===== src/design/fra_pkg.sv =====
// Shared types and constants of the fixed region allocator.
// Used by every module of the block; depends on nothing.
package fra_pkg;

    localparam int ADDR_W      = 48;
    localparam int PAGES_W     = 17;
    localparam int COUNT_W     = 7;
    localparam int CFG_IDX_W   = 2;
    localparam int WORD_W      = 16;
    localparam int WORD_SEL_W  = 4;
    localparam int PAGES_MAX   = 65536;

    typedef enum logic [1:0] {
        ST_OK      = 2'd0,
        ST_OOM     = 2'd1,
        ST_INVALID = 2'd2,
        ST_RANGE   = 2'd3
    } status_t;

    typedef enum logic {
        CMD_ALLOC = 1'b0,
        CMD_FREE  = 1'b1
    } cmd_t;

    typedef enum logic [CFG_IDX_W-1:0] {
        CFG_BASE  = 2'd0,
        CFG_PAGES = 2'd1,
        CFG_COUNT = 2'd2
    } cfg_index_t;

endpackage


===== src/design/fixed_region_allocator_unit.sv =====
// Fixed region allocator: first-fit allocation and checked release of equal regions.
// Allocate: read and check each busy word in turn, then multiply the index and add the base.
// Free: multiply and range check, then the one-bit-a-cycle divider, then read and clear the busy bit.
// One command at a time; the busy-word memory port and the shared multiplier pace it.
// Reset: synchronous, active low; a clearing pass over every busy word follows,
// during which no command is taken. Depends on fra_pkg, fra_busy_mem, fra_divider.
module fixed_region_allocator_unit #(
    parameter int MAX_REGIONS = 64,
    parameter int PAGE_BYTES  = 4096
) (
    input  logic                            aclk,
    input  logic                            aresetn,
    // configuration writes
    input  logic                            cfg_wr_en,
    input  logic [fra_pkg::CFG_IDX_W-1:0]   cfg_index,
    input  logic [fra_pkg::ADDR_W-1:0]      cfg_wr_data,
    // command channel
    input  logic                            s_valid,
    output logic                            s_ready,
    input  logic                            s_cmd,
    input  logic [fra_pkg::ADDR_W-1:0]      s_free_address,
    // result channel
    output logic                            m_valid,
    input  logic                            m_ready,
    output logic [1:0]                      m_status,
    output logic [fra_pkg::ADDR_W-1:0]      m_alloc_address
);

    localparam int AW     = fra_pkg::ADDR_W;
    localparam int PW     = fra_pkg::PAGES_W;
    localparam int CW     = fra_pkg::COUNT_W;
    localparam int WW     = fra_pkg::WORD_W;
    localparam int WS     = fra_pkg::WORD_SEL_W;
    localparam int PB_W   = $clog2(PAGE_BYTES + 1);
    localparam int SIZE_W = PW + PB_W;
    localparam int CNT_W  = $clog2(MAX_REGIONS + 1);
    localparam int Q_W    = (MAX_REGIONS > 1) ? $clog2(MAX_REGIONS) : 1;
    localparam int P_W    = CNT_W + SIZE_W;
    localparam int NW     = (MAX_REGIONS + WW - 1) / WW;
    localparam int WA_W   = (NW > 1) ? $clog2(NW) : 1;
    localparam int IX_W   = Q_W + WS;
    localparam int CMPW   = WA_W + WS + CNT_W;

    typedef enum logic [11:0] {
        S_CLEAR  = 12'b0000_0000_0001,
        S_IDLE   = 12'b0000_0000_0010,
        S_ARD    = 12'b0000_0000_0100,
        S_ACHK   = 12'b0000_0000_1000,
        S_AMUL   = 12'b0000_0001_0000,
        S_AADDR  = 12'b0000_0010_0000,
        S_FMUL   = 12'b0000_0100_0000,
        S_FRANGE = 12'b0000_1000_0000,
        S_FDIV   = 12'b0001_0000_0000,
        S_FRD    = 12'b0010_0000_0000,
        S_FWR    = 12'b0100_0000_0000,
        S_OUT    = 12'b1000_0000_0000
    } state_t;

    state_t state_reg, state_next;

    // configuration
    logic [AW-1:0]  cfg_base_reg;
    logic [PW-1:0]  cfg_pages_reg;
    logic [CW-1:0]  cfg_count_reg;

    // per-command working registers
    logic                       cmd_reg;
    logic [AW-1:0]              faddr_reg;
    logic [SIZE_W-1:0]          size_reg;
    logic [CNT_W-1:0]           cnt_reg;
    logic [AW-1:0]              off_reg;
    logic [P_W-1:0]             prod_reg;
    logic [Q_W-1:0]             idx_reg;
    logic [WA_W-1:0]            w_reg;
    fra_pkg::status_t           res_status_reg;
    logic [AW-1:0]              res_addr_reg;

    // output register
    logic                       m_valid_reg;
    logic [1:0]                 m_status_reg;
    logic [AW-1:0]              m_addr_reg;

    // datapath helpers
    logic [PW-1:0]      pages_eff;
    logic [CNT_W-1:0]   cnt_eff;
    logic [SIZE_W-1:0]  size_calc;
    logic [CNT_W-1:0]   mul_a;
    logic [P_W-1:0]     mul_out;
    logic [WW-1:0]      free_bits;
    logic               found;
    logic [WS-1:0]      found_bit;
    logic [CMPW-1:0]    next_start;
    logic               scan_last;
    logic [WA_W-1:0]    idx_word;
    logic [WS-1:0]      idx_bit;
    logic               addr_bad;
    logic               accept;

    // memory and divider hookup
    logic               mem_wr_en;
    logic [WA_W-1:0]    mem_wr_addr;
    logic [WW-1:0]      mem_wr_data;
    logic [WA_W-1:0]    mem_rd_addr;
    logic [WW-1:0]      mem_rd_data;
    logic               div_start;
    logic               div_done;
    logic               div_rem_zero;
    logic [Q_W-1:0]     div_quot;

    assign accept  = s_valid && s_ready;
    assign s_ready = (state_reg == S_IDLE);

    // ---------------------------------------------------------------
    // Configuration registers: written only while the block is idle; a user rule, not enforced.
    // ---------------------------------------------------------------
    always_ff @(posedge aclk) begin
        if (!aresetn) begin
            cfg_base_reg  <= '0;
            cfg_pages_reg <= PW'(1);
            cfg_count_reg <= CW'(1);
        end else if (cfg_wr_en) begin
            unique case (cfg_index)
                fra_pkg::CFG_BASE:  cfg_base_reg  <= cfg_wr_data;
                fra_pkg::CFG_PAGES: cfg_pages_reg <= cfg_wr_data[PW-1:0];
                fra_pkg::CFG_COUNT: cfg_count_reg <= cfg_wr_data[CW-1:0];
                default: ;  // unmapped index: drop the write
            endcase
        end
    end

    // Zero pages act as one, anything above the maximum is clamped.
    always_comb begin
        if (cfg_pages_reg == '0) begin
            pages_eff = PW'(1);
        end else if (32'(cfg_pages_reg) > fra_pkg::PAGES_MAX) begin
            pages_eff = PW'(fra_pkg::PAGES_MAX);
        end else begin
            pages_eff = cfg_pages_reg;
        end
    end

    // Count above the pool size acts as the pool size.
    assign cnt_eff = (32'(cfg_count_reg) > MAX_REGIONS) ? CNT_W'(MAX_REGIONS)
                                                         : CNT_W'(cfg_count_reg);

    assign size_calc = SIZE_W'(pages_eff) * SIZE_W'(PAGE_BYTES);

    // ---------------------------------------------------------------
    // Shared multiplier: count * size for the range check on free,
    // index * size for the start address on allocate.
    // ---------------------------------------------------------------
    assign mul_a   = (state_reg == S_AMUL) ? CNT_W'(idx_reg) : cnt_reg;
    assign mul_out = P_W'(mul_a) * P_W'(size_reg);

    // ---------------------------------------------------------------
    // First-fit scan of one busy word: only regions below the count
    // qualify; the lowest free bit wins.
    // ---------------------------------------------------------------
    always_comb begin
        for (int b = 0; b < WW; b++) begin
            free_bits[b] = !mem_rd_data[b] &&
                (((CMPW'(w_reg) << WS) | CMPW'(b)) < CMPW'(cnt_reg));
        end
    end

    always_comb begin
        found     = 1'b0;
        found_bit = '0;
        for (int b = WW - 1; b >= 0; b--) begin
            if (free_bits[b]) begin
                found     = 1'b1;
                found_bit = WS'(b);
            end
        end
    end

    assign next_start = (CMPW'(w_reg) + CMPW'(1)) << WS;
    assign scan_last  = (next_start >= CMPW'(cnt_reg)) || (w_reg == WA_W'(NW - 1));

    assign idx_word = WA_W'(IX_W'(idx_reg) >> WS);
    assign idx_bit  = WS'(IX_W'(idx_reg));

    // Null address and addresses below the base are invalid.
    assign addr_bad = (faddr_reg == '0) || (faddr_reg < cfg_base_reg);

    // ---------------------------------------------------------------
    // Sequencer
    // ---------------------------------------------------------------
    always_comb begin
        state_next  = state_reg;
        mem_wr_en   = 1'b0;
        mem_wr_addr = w_reg;
        mem_wr_data = '0;
        mem_rd_addr = w_reg;
        div_start   = 1'b0;
        unique case (state_reg)
            S_CLEAR: begin
                mem_wr_en = 1'b1;
                if (w_reg == WA_W'(NW - 1)) begin
                    state_next = S_IDLE;
                end
            end
            S_IDLE: begin
                if (accept) begin
                    state_next = (s_cmd == fra_pkg::CMD_FREE) ? S_FMUL : S_ARD;
                end
            end
            S_ARD: begin
                state_next = S_ACHK;
            end
            S_ACHK: begin
                if (found) begin
                    mem_wr_en   = 1'b1;
                    mem_wr_data = mem_rd_data | (WW'(1) << found_bit);
                    state_next  = S_AMUL;
                end else if (scan_last) begin
                    state_next = S_OUT;
                end else begin
                    state_next = S_ARD;
                end
            end
            S_AMUL: begin
                state_next = S_AADDR;
            end
            S_AADDR: begin
                state_next = S_OUT;
            end
            S_FMUL: begin
                state_next = addr_bad ? S_OUT : S_FRANGE;
            end
            S_FRANGE: begin
                if (off_reg >= AW'(prod_reg)) begin
                    state_next = S_OUT;
                end else begin
                    div_start  = 1'b1;
                    state_next = S_FDIV;
                end
            end
            S_FDIV: begin
                if (div_done) begin
                    state_next = div_rem_zero ? S_FRD : S_OUT;
                end
            end
            S_FRD: begin
                mem_rd_addr = idx_word;
                state_next  = S_FWR;
            end
            S_FWR: begin
                mem_wr_en   = 1'b1;
                mem_wr_addr = idx_word;
                mem_wr_data = mem_rd_data & ~(WW'(1) << idx_bit);
                state_next  = S_OUT;
            end
            S_OUT: begin
                if (!m_valid_reg || m_ready) begin
                    state_next = S_IDLE;
                end
            end
            default: state_next = S_IDLE;
        endcase
    end

    // Control state
    always_ff @(posedge aclk) begin
        if (!aresetn) begin
            state_reg   <= S_CLEAR;
            w_reg       <= '0;
            m_valid_reg <= 1'b0;
        end else begin
            state_reg <= state_next;
            // advance the word pointer through the clearing pass and the scan
            if (state_reg == S_CLEAR && w_reg != WA_W'(NW - 1)) begin
                w_reg <= w_reg + WA_W'(1);
            end else if (accept) begin
                w_reg <= '0;
            end else if (state_reg == S_ACHK && !found && !scan_last) begin
                w_reg <= w_reg + WA_W'(1);
            end
            // hold the result until the transfer on the result side
            if (state_reg == S_OUT && (!m_valid_reg || m_ready)) begin
                m_valid_reg <= 1'b1;
            end else if (m_ready) begin
                m_valid_reg <= 1'b0;
            end
        end
    end

    // Datapath registers
    always_ff @(posedge aclk) begin
        if (accept) begin
            cmd_reg        <= s_cmd;
            faddr_reg      <= s_free_address;
            size_reg       <= size_calc;
            cnt_reg        <= cnt_eff;
            res_status_reg <= fra_pkg::ST_OK;
            res_addr_reg   <= '0;
        end
        unique case (state_reg)
            S_ACHK: begin
                if (found) begin
                    idx_reg <= Q_W'({w_reg, found_bit});
                end else if (scan_last) begin
                    res_status_reg <= fra_pkg::ST_OOM;
                end
            end
            S_AMUL: begin
                prod_reg <= mul_out;
            end
            S_AADDR: begin
                // start address wraps modulo the address width
                res_addr_reg <= cfg_base_reg + AW'(prod_reg);
            end
            S_FMUL: begin
                prod_reg <= mul_out;
                off_reg  <= faddr_reg - cfg_base_reg;
                if (addr_bad) begin
                    res_status_reg <= fra_pkg::ST_INVALID;
                end
            end
            S_FRANGE: begin
                if (off_reg >= AW'(prod_reg)) begin
                    res_status_reg <= fra_pkg::ST_RANGE;
                end
            end
            S_FDIV: begin
                if (div_done) begin
                    idx_reg <= div_quot;
                    if (!div_rem_zero) begin
                        res_status_reg <= fra_pkg::ST_INVALID;
                    end
                end
            end
            default: ;
        endcase
        if (state_reg == S_OUT && (!m_valid_reg || m_ready)) begin
            m_status_reg <= res_status_reg;
            m_addr_reg   <= (cmd_reg == fra_pkg::CMD_ALLOC) ? res_addr_reg : '0;
        end
    end

    // ---------------------------------------------------------------
    // Busy-bit memory and divider
    // ---------------------------------------------------------------
    fra_busy_mem #(
        .DEPTH (NW),
        .AW    (WA_W)
    ) u_busy_mem (
        .aclk    (aclk),
        .wr_en   (mem_wr_en),
        .wr_addr (mem_wr_addr),
        .wr_data (mem_wr_data),
        .rd_addr (mem_rd_addr),
        .rd_data (mem_rd_data)
    );

    fra_divider #(
        .Q_W    (Q_W),
        .SIZE_W (SIZE_W)
    ) u_divider (
        .aclk     (aclk),
        .aresetn  (aresetn),
        .start    (div_start),
        .dividend (off_reg),
        .divisor  (size_reg),
        .done     (div_done),
        .rem_zero (div_rem_zero),
        .quot     (div_quot)
    );

    assign m_valid         = m_valid_reg;
    assign m_status        = m_status_reg;
    assign m_alloc_address = m_addr_reg;

`ifndef SYNTH
    // Reset starts the clearing pass: no command is taken right after it.
    a_clear_blocks: assert property (@(posedge aclk) !aresetn |=> !s_ready)
        else $error("command taken during busy-bit clearing");

    // One command at a time: after a transfer in, input stays closed.
    a_one_at_a_time: assert property (@(posedge aclk) disable iff (!aresetn)
        accept |=> !s_ready)
        else $error("second command taken while one is in flight");

    // A failed command never carries an address.
    a_fail_no_addr: assert property (@(posedge aclk) disable iff (!aresetn)
        (m_valid && m_status != fra_pkg::ST_OK) |-> (m_alloc_address == '0))
        else $error("address returned with a failing status");

    // The divider only finishes while the sequencer waits for it.
    a_div_owner: assert property (@(posedge aclk) disable iff (!aresetn)
        div_done |-> (state_reg == S_FDIV))
        else $error("divider finished outside the free sequence");
`endif

endmodule


===== src/design/fra_busy_mem.sv =====
// Busy-bit store: one bit per region, packed in words of fra_pkg::WORD_W.
// One write port and one registered read port. Depends on fra_pkg.
module fra_busy_mem #(
    parameter int DEPTH = 4,
    parameter int AW    = 2
) (
    input  logic                        aclk,
    input  logic                        wr_en,
    input  logic [AW-1:0]               wr_addr,
    input  logic [fra_pkg::WORD_W-1:0]  wr_data,
    input  logic [AW-1:0]               rd_addr,
    output logic [fra_pkg::WORD_W-1:0]  rd_data
);

    logic [fra_pkg::WORD_W-1:0] mem_reg [DEPTH];
    logic [fra_pkg::WORD_W-1:0] rd_data_reg;

    always_ff @(posedge aclk) begin
        if (wr_en) begin
            mem_reg[wr_addr] <= wr_data;
        end
    end

    always_ff @(posedge aclk) begin
        rd_data_reg <= mem_reg[rd_addr];
    end

    assign rd_data = rd_data_reg;

endmodule


===== src/design/fra_divider.sv =====
// Restoring divider: one compare and subtract per cycle, Q_W quotient bits.
// The caller guarantees the quotient fits in Q_W bits. Depends on fra_pkg.
module fra_divider #(
    parameter int Q_W    = 6,
    parameter int SIZE_W = 30
) (
    input  logic                        aclk,
    input  logic                        aresetn,
    input  logic                        start,
    input  logic [fra_pkg::ADDR_W-1:0]  dividend,
    input  logic [SIZE_W-1:0]           divisor,
    output logic                        done,
    output logic                        rem_zero,
    output logic [Q_W-1:0]              quot
);

    localparam int AW   = fra_pkg::ADDR_W;
    localparam int D_W  = SIZE_W + Q_W - 1;
    localparam int SC_W = $clog2(Q_W + 1);

    logic [AW-1:0]   rem_reg;
    logic [D_W-1:0]  div_reg;
    logic [Q_W-1:0]  quot_reg;
    logic [SC_W-1:0] step_reg;
    logic            busy_reg;
    logic            done_reg;
    logic [AW-1:0]   div_ext;
    logic            take;

    assign div_ext = AW'(div_reg);
    assign take    = (rem_reg >= div_ext);

    always_ff @(posedge aclk) begin
        if (!aresetn) begin
            busy_reg <= 1'b0;
            done_reg <= 1'b0;
            step_reg <= '0;
        end else begin
            done_reg <= 1'b0;
            if (start) begin
                busy_reg <= 1'b1;
                step_reg <= SC_W'(Q_W - 1);
            end else if (busy_reg) begin
                step_reg <= step_reg - SC_W'(1);
                if (step_reg == '0) begin
                    busy_reg <= 1'b0;
                    done_reg <= 1'b1;
                end
            end
        end
    end

    always_ff @(posedge aclk) begin
        if (start) begin
            rem_reg  <= dividend;
            div_reg  <= D_W'(divisor) << (Q_W - 1);
            quot_reg <= '0;
        end else if (busy_reg) begin
            if (take) begin
                rem_reg <= rem_reg - div_ext;
            end
            div_reg  <= div_reg >> 1;
            quot_reg <= (quot_reg << 1) | Q_W'(take);
        end
    end

    assign done     = done_reg;
    assign rem_zero = (rem_reg == '0);
    assign quot     = quot_reg;

endmodule


===== config.mk =====
export PLATFORM = sky130hd
export DESIGN_NAME = fixed_region_allocator_unit
export DESIGN_NICKNAME = d
export VERILOG_FILES = /design/src/design/fra_pkg.sv /design/src/design/fixed_region_allocator_unit.sv /design/src/design/fra_busy_mem.sv /design/src/design/fra_divider.sv
export SDC_FILE = /design/constraint.sdc
export NUM_CORES = 1
export LEC_CHECK = 0
export ABC_AREA = 1
export BUFFER_PORTS_ARGS = -buffer_cell sky130_fd_sc_hd__buf_2
export CAP_MARGIN = 5
export CELL_PAD_IN_SITES_DETAIL_PLACEMENT = 0
export CELL_PAD_IN_SITES_GLOBAL_PLACEMENT = 2
export CORE_UTILIZATION = 25
export DETAILED_ROUTE_END_ITERATION = 8
export PLACE_DENSITY_LB_ADDON = 0.2
export SLEW_MARGIN = 20
export SYNTH_ARGS = -nofsm -noshare
export SYNTH_HDL_FRONTEND = slang
export SYNTH_SLANG_ARGS = --single-unit

===== constraint.sdc =====
create_clock -name aclk -period 15.16 [get_ports aclk]
set_clock_uncertainty 0.1 [all_clocks]
set_input_delay 2.274 -clock aclk [delete_from_list [all_inputs] [get_ports aclk]]
set_output_delay 2.274 -clock aclk [all_outputs]
set_load 0.02 [all_outputs]

==> flow_summary.yaml <==
outcome:
  status: "complete, no violations"
route:
  antenna_left: 0
  via_count: 22900
  wl_per_cell_um: 20.1
  drt_wl_total_um: 103000
  drt_iter0_drc: 1315
  firstDrtPassIters: 5
  drc: 0
  via_per_inst: 4.47
clock_network:
  cts.path.max_buffers: 3
  clkTransAtPathRegs_ns: 0.06
  post_cts_buffers: 0
  cts_tree: "built"
  htree_levels: 3
  post_cts_resized: 0
  insertion_delay_ns: 0.66
  cts.sinks: 511
  cts_root_buf: "clkbuf_16"
  cts_hold_buf: 0
  cts_buffers: 66
timing:
  worst_slew_pin_slew_ns: 1.02
  finalCriticalPeriod_ns: 7.04
  finalHoldViolations: 0
  slew-limit-headroom: 0.318
  period_share: 0.465
  setup_viol: 0
  slew_violations: 0
  max_freq_mhz: 142
  setup_slack_ns: 8.12
  fin_setup_tns_ns: 0
  rsz0062_at_grt: "no"
cells_and_area:
  register_area_mm2: 0.0141
  multi_input_area_mm2: 0.0136
  drive_above_1_share: 0.105
  areaGrowthSynthToFinish_pct: 16.3
  fin_nets: 3834
  largest_register_ffs: 64
  n_fill_cell: 12700
synth:
  synth_fp_nets: 3655
  async_flop_share: 0
  yosys-top-cells-count: "inv_1, nor2_1, nand2_1"
  ys_seq_elements: 511
  synthCells: 3291
  synth_area_leader_cell: "edfxtp_1"
  synthDominantCellAreaShare: 0.391
  synthTopCellsByArea: "edfxtp_1, dfxtp_1, ha_1, inv_1, nor2_1"
  synth_edf_count: 390
  yosys_warnings: 0
  seq_area_frac_synth: 0.472
  synthesis.area_mm2: 0.0300
  synth.most_common_cell: "inv_1"
  synth_ff_type: "edfxtp_1"
  synth_cell_type_count: 63
  syn_area_per_cell_um2: 9.11
global_route:
  track_usage: 0.170
  grt_max_degree: 74
  grt_pass1_vias: 23500
  grt_overflow: 0
  antenna_found_initial: 7
  grt_pass1_wl_um: 153000
placed_design:
  dpl.hpwl_um: 81200
  portBuffers: 155
  post-place-ws_ns: 8.23
  place.gp.congestion: 0.829
worst_setup_path:
  critPathMaxFanout: 15
  critPathKind: "flip-flop to flip-flop"
  crit_required_ns: 15.46
  slowest_delay_ns: 0.56
  r2r-start: "state_reg[11]"
  cp-startpoint: "state_reg[11]"
  cp.arrival_ns: 7.34
  cp_slowest_cell: "fa_1"
  end_kind: "flip-flop"
  worst_setup_path_start_kind: "flip-flop"
power:
  p_leak_nw: 14.3
  power_density_mw_per_mm2: 124
  vdd_drop_max_v: 0.0000711
die:
  placementRows: 126
  dieArea_mm2: 0.121
  die_h_um: 348
  core_mm2: 0.118
  die_w_um: 348
  start_util: 0.253
  io_pins: 156
hold_path:
  hp-start: "cfg_count_reg[6]"
  hold_class: "flip-flop to flip-flop"
flow_run:
  maxCapViolations: 0
[cell families after synthesis]
| family | count (synthesis) | share of synthesized area |
|---|---|---|
| buffers and inverters | 604 | 0.0769 |
| adders and majority gates | 260 | 0.128 |
| xor gates and xnor gates | 112 | 0.0327 |
| and+or+nand+nor | 1085 | 0.156 |
| DFF | 511 | 0.472 |
| AOI/OAI and AO/OA | 719 | 0.135 |
[layout by cell type (no fill, tap or decap), types with 16 or more instances in the layout]
cell	instances
o211ai_1	21
o21a_1	19
nor3_1	39
fa_1	77
xor2_1	61
a31oi_1	38
inv_2	24
dfxtp_1	121
xnor2_1	51
nand4_1	42
o21ai_0	247
nor4_1	39
buf_2	155
nand3_1	63
a21oi_1	276
edfxtp_1	390
nand2_1	412
nor2_1	428
buf_4	21
o21ai_1	16
ha_1	183
inv_1	509
clkbuf_16	66
o22ai_1	35
[cell type report]
| class | instances | area share |
|---|---|---|
| well taps | 1600 | 0.0574 |
| flip-flops and latches | 511 | 0.405 |
| inverters | 539 | 0.0581 |
| diodes | 1 | 0.0000718 |
| repair buffers | 176 | 0.0268 |
| clock buffers | 81 | 0.0496 |
| clock inverters | 39 | 0.0132 |
| multi-input cells | 2176 | 0.389 |
[worst max-delay path: cells and delay by family, from the launching register on]
family                     cells  cell delay, ns
AOI/OAI and AO/OA              7            1.47
xor gates and xnor gates       1            0.10
adders and majority gates      5            2.47
buffers and inverters          6            0.95
DFF                            1            0.34
and+or+nand+nor               10            1.32
[stage by stage]
| stage | util | cell area, um2 | power, mW | hold slack, ns | std cells |
|---|---|---|---|---|---|
| 3_3_place_gp | 0.276 | 32700 | 2.80 | 0.347 | 5002 |
| 3_5_place_dp | 0.276 | 32700 | 2.78 | 0.367 | 5002 |
| 5_1_grt | 0.294 | 34900 | 4.60 | 0.404 | 5122 |
| 6_report | 0.294 | 34900 | 4.34 | 0.378 | 5123 |
| 2_1_floorplan | - | 30000 | 2.45 | 0.309 | 3291 |
| 4_1_cts | 0.294 | 34900 | 4.42 | 0.380 | 5122 |
[routing by layer]
metal  track usage  share of wire
met5             0        0.00080
met4        0.0683          0.038
met1         0.219           0.46
met2         0.283           0.47
met3        0.0252          0.032
[final timing paths]
kind | end | slack, ns | cells after the start
max | prod_reg[34] | 8.12 | 29
min | cfg_count_reg[6] | 0.38 | 2
max reg2reg | prod_reg[34] | 8.12 | 29
min reg2reg | cfg_count_reg[6] | 0.38 | 2
[power breakdown]
group / leakage [nW] / switching, mW / internal (mW)
clock: 1.06 / 0.675 / 0.914
sequential: 4.63 / 0.0583 / 1.65
combinational: 8.58 / 0.685 / 0.359
total: 14.3 / 1.42 / 2.92
No activity file was read; power rests on OpenSTA's default activity.
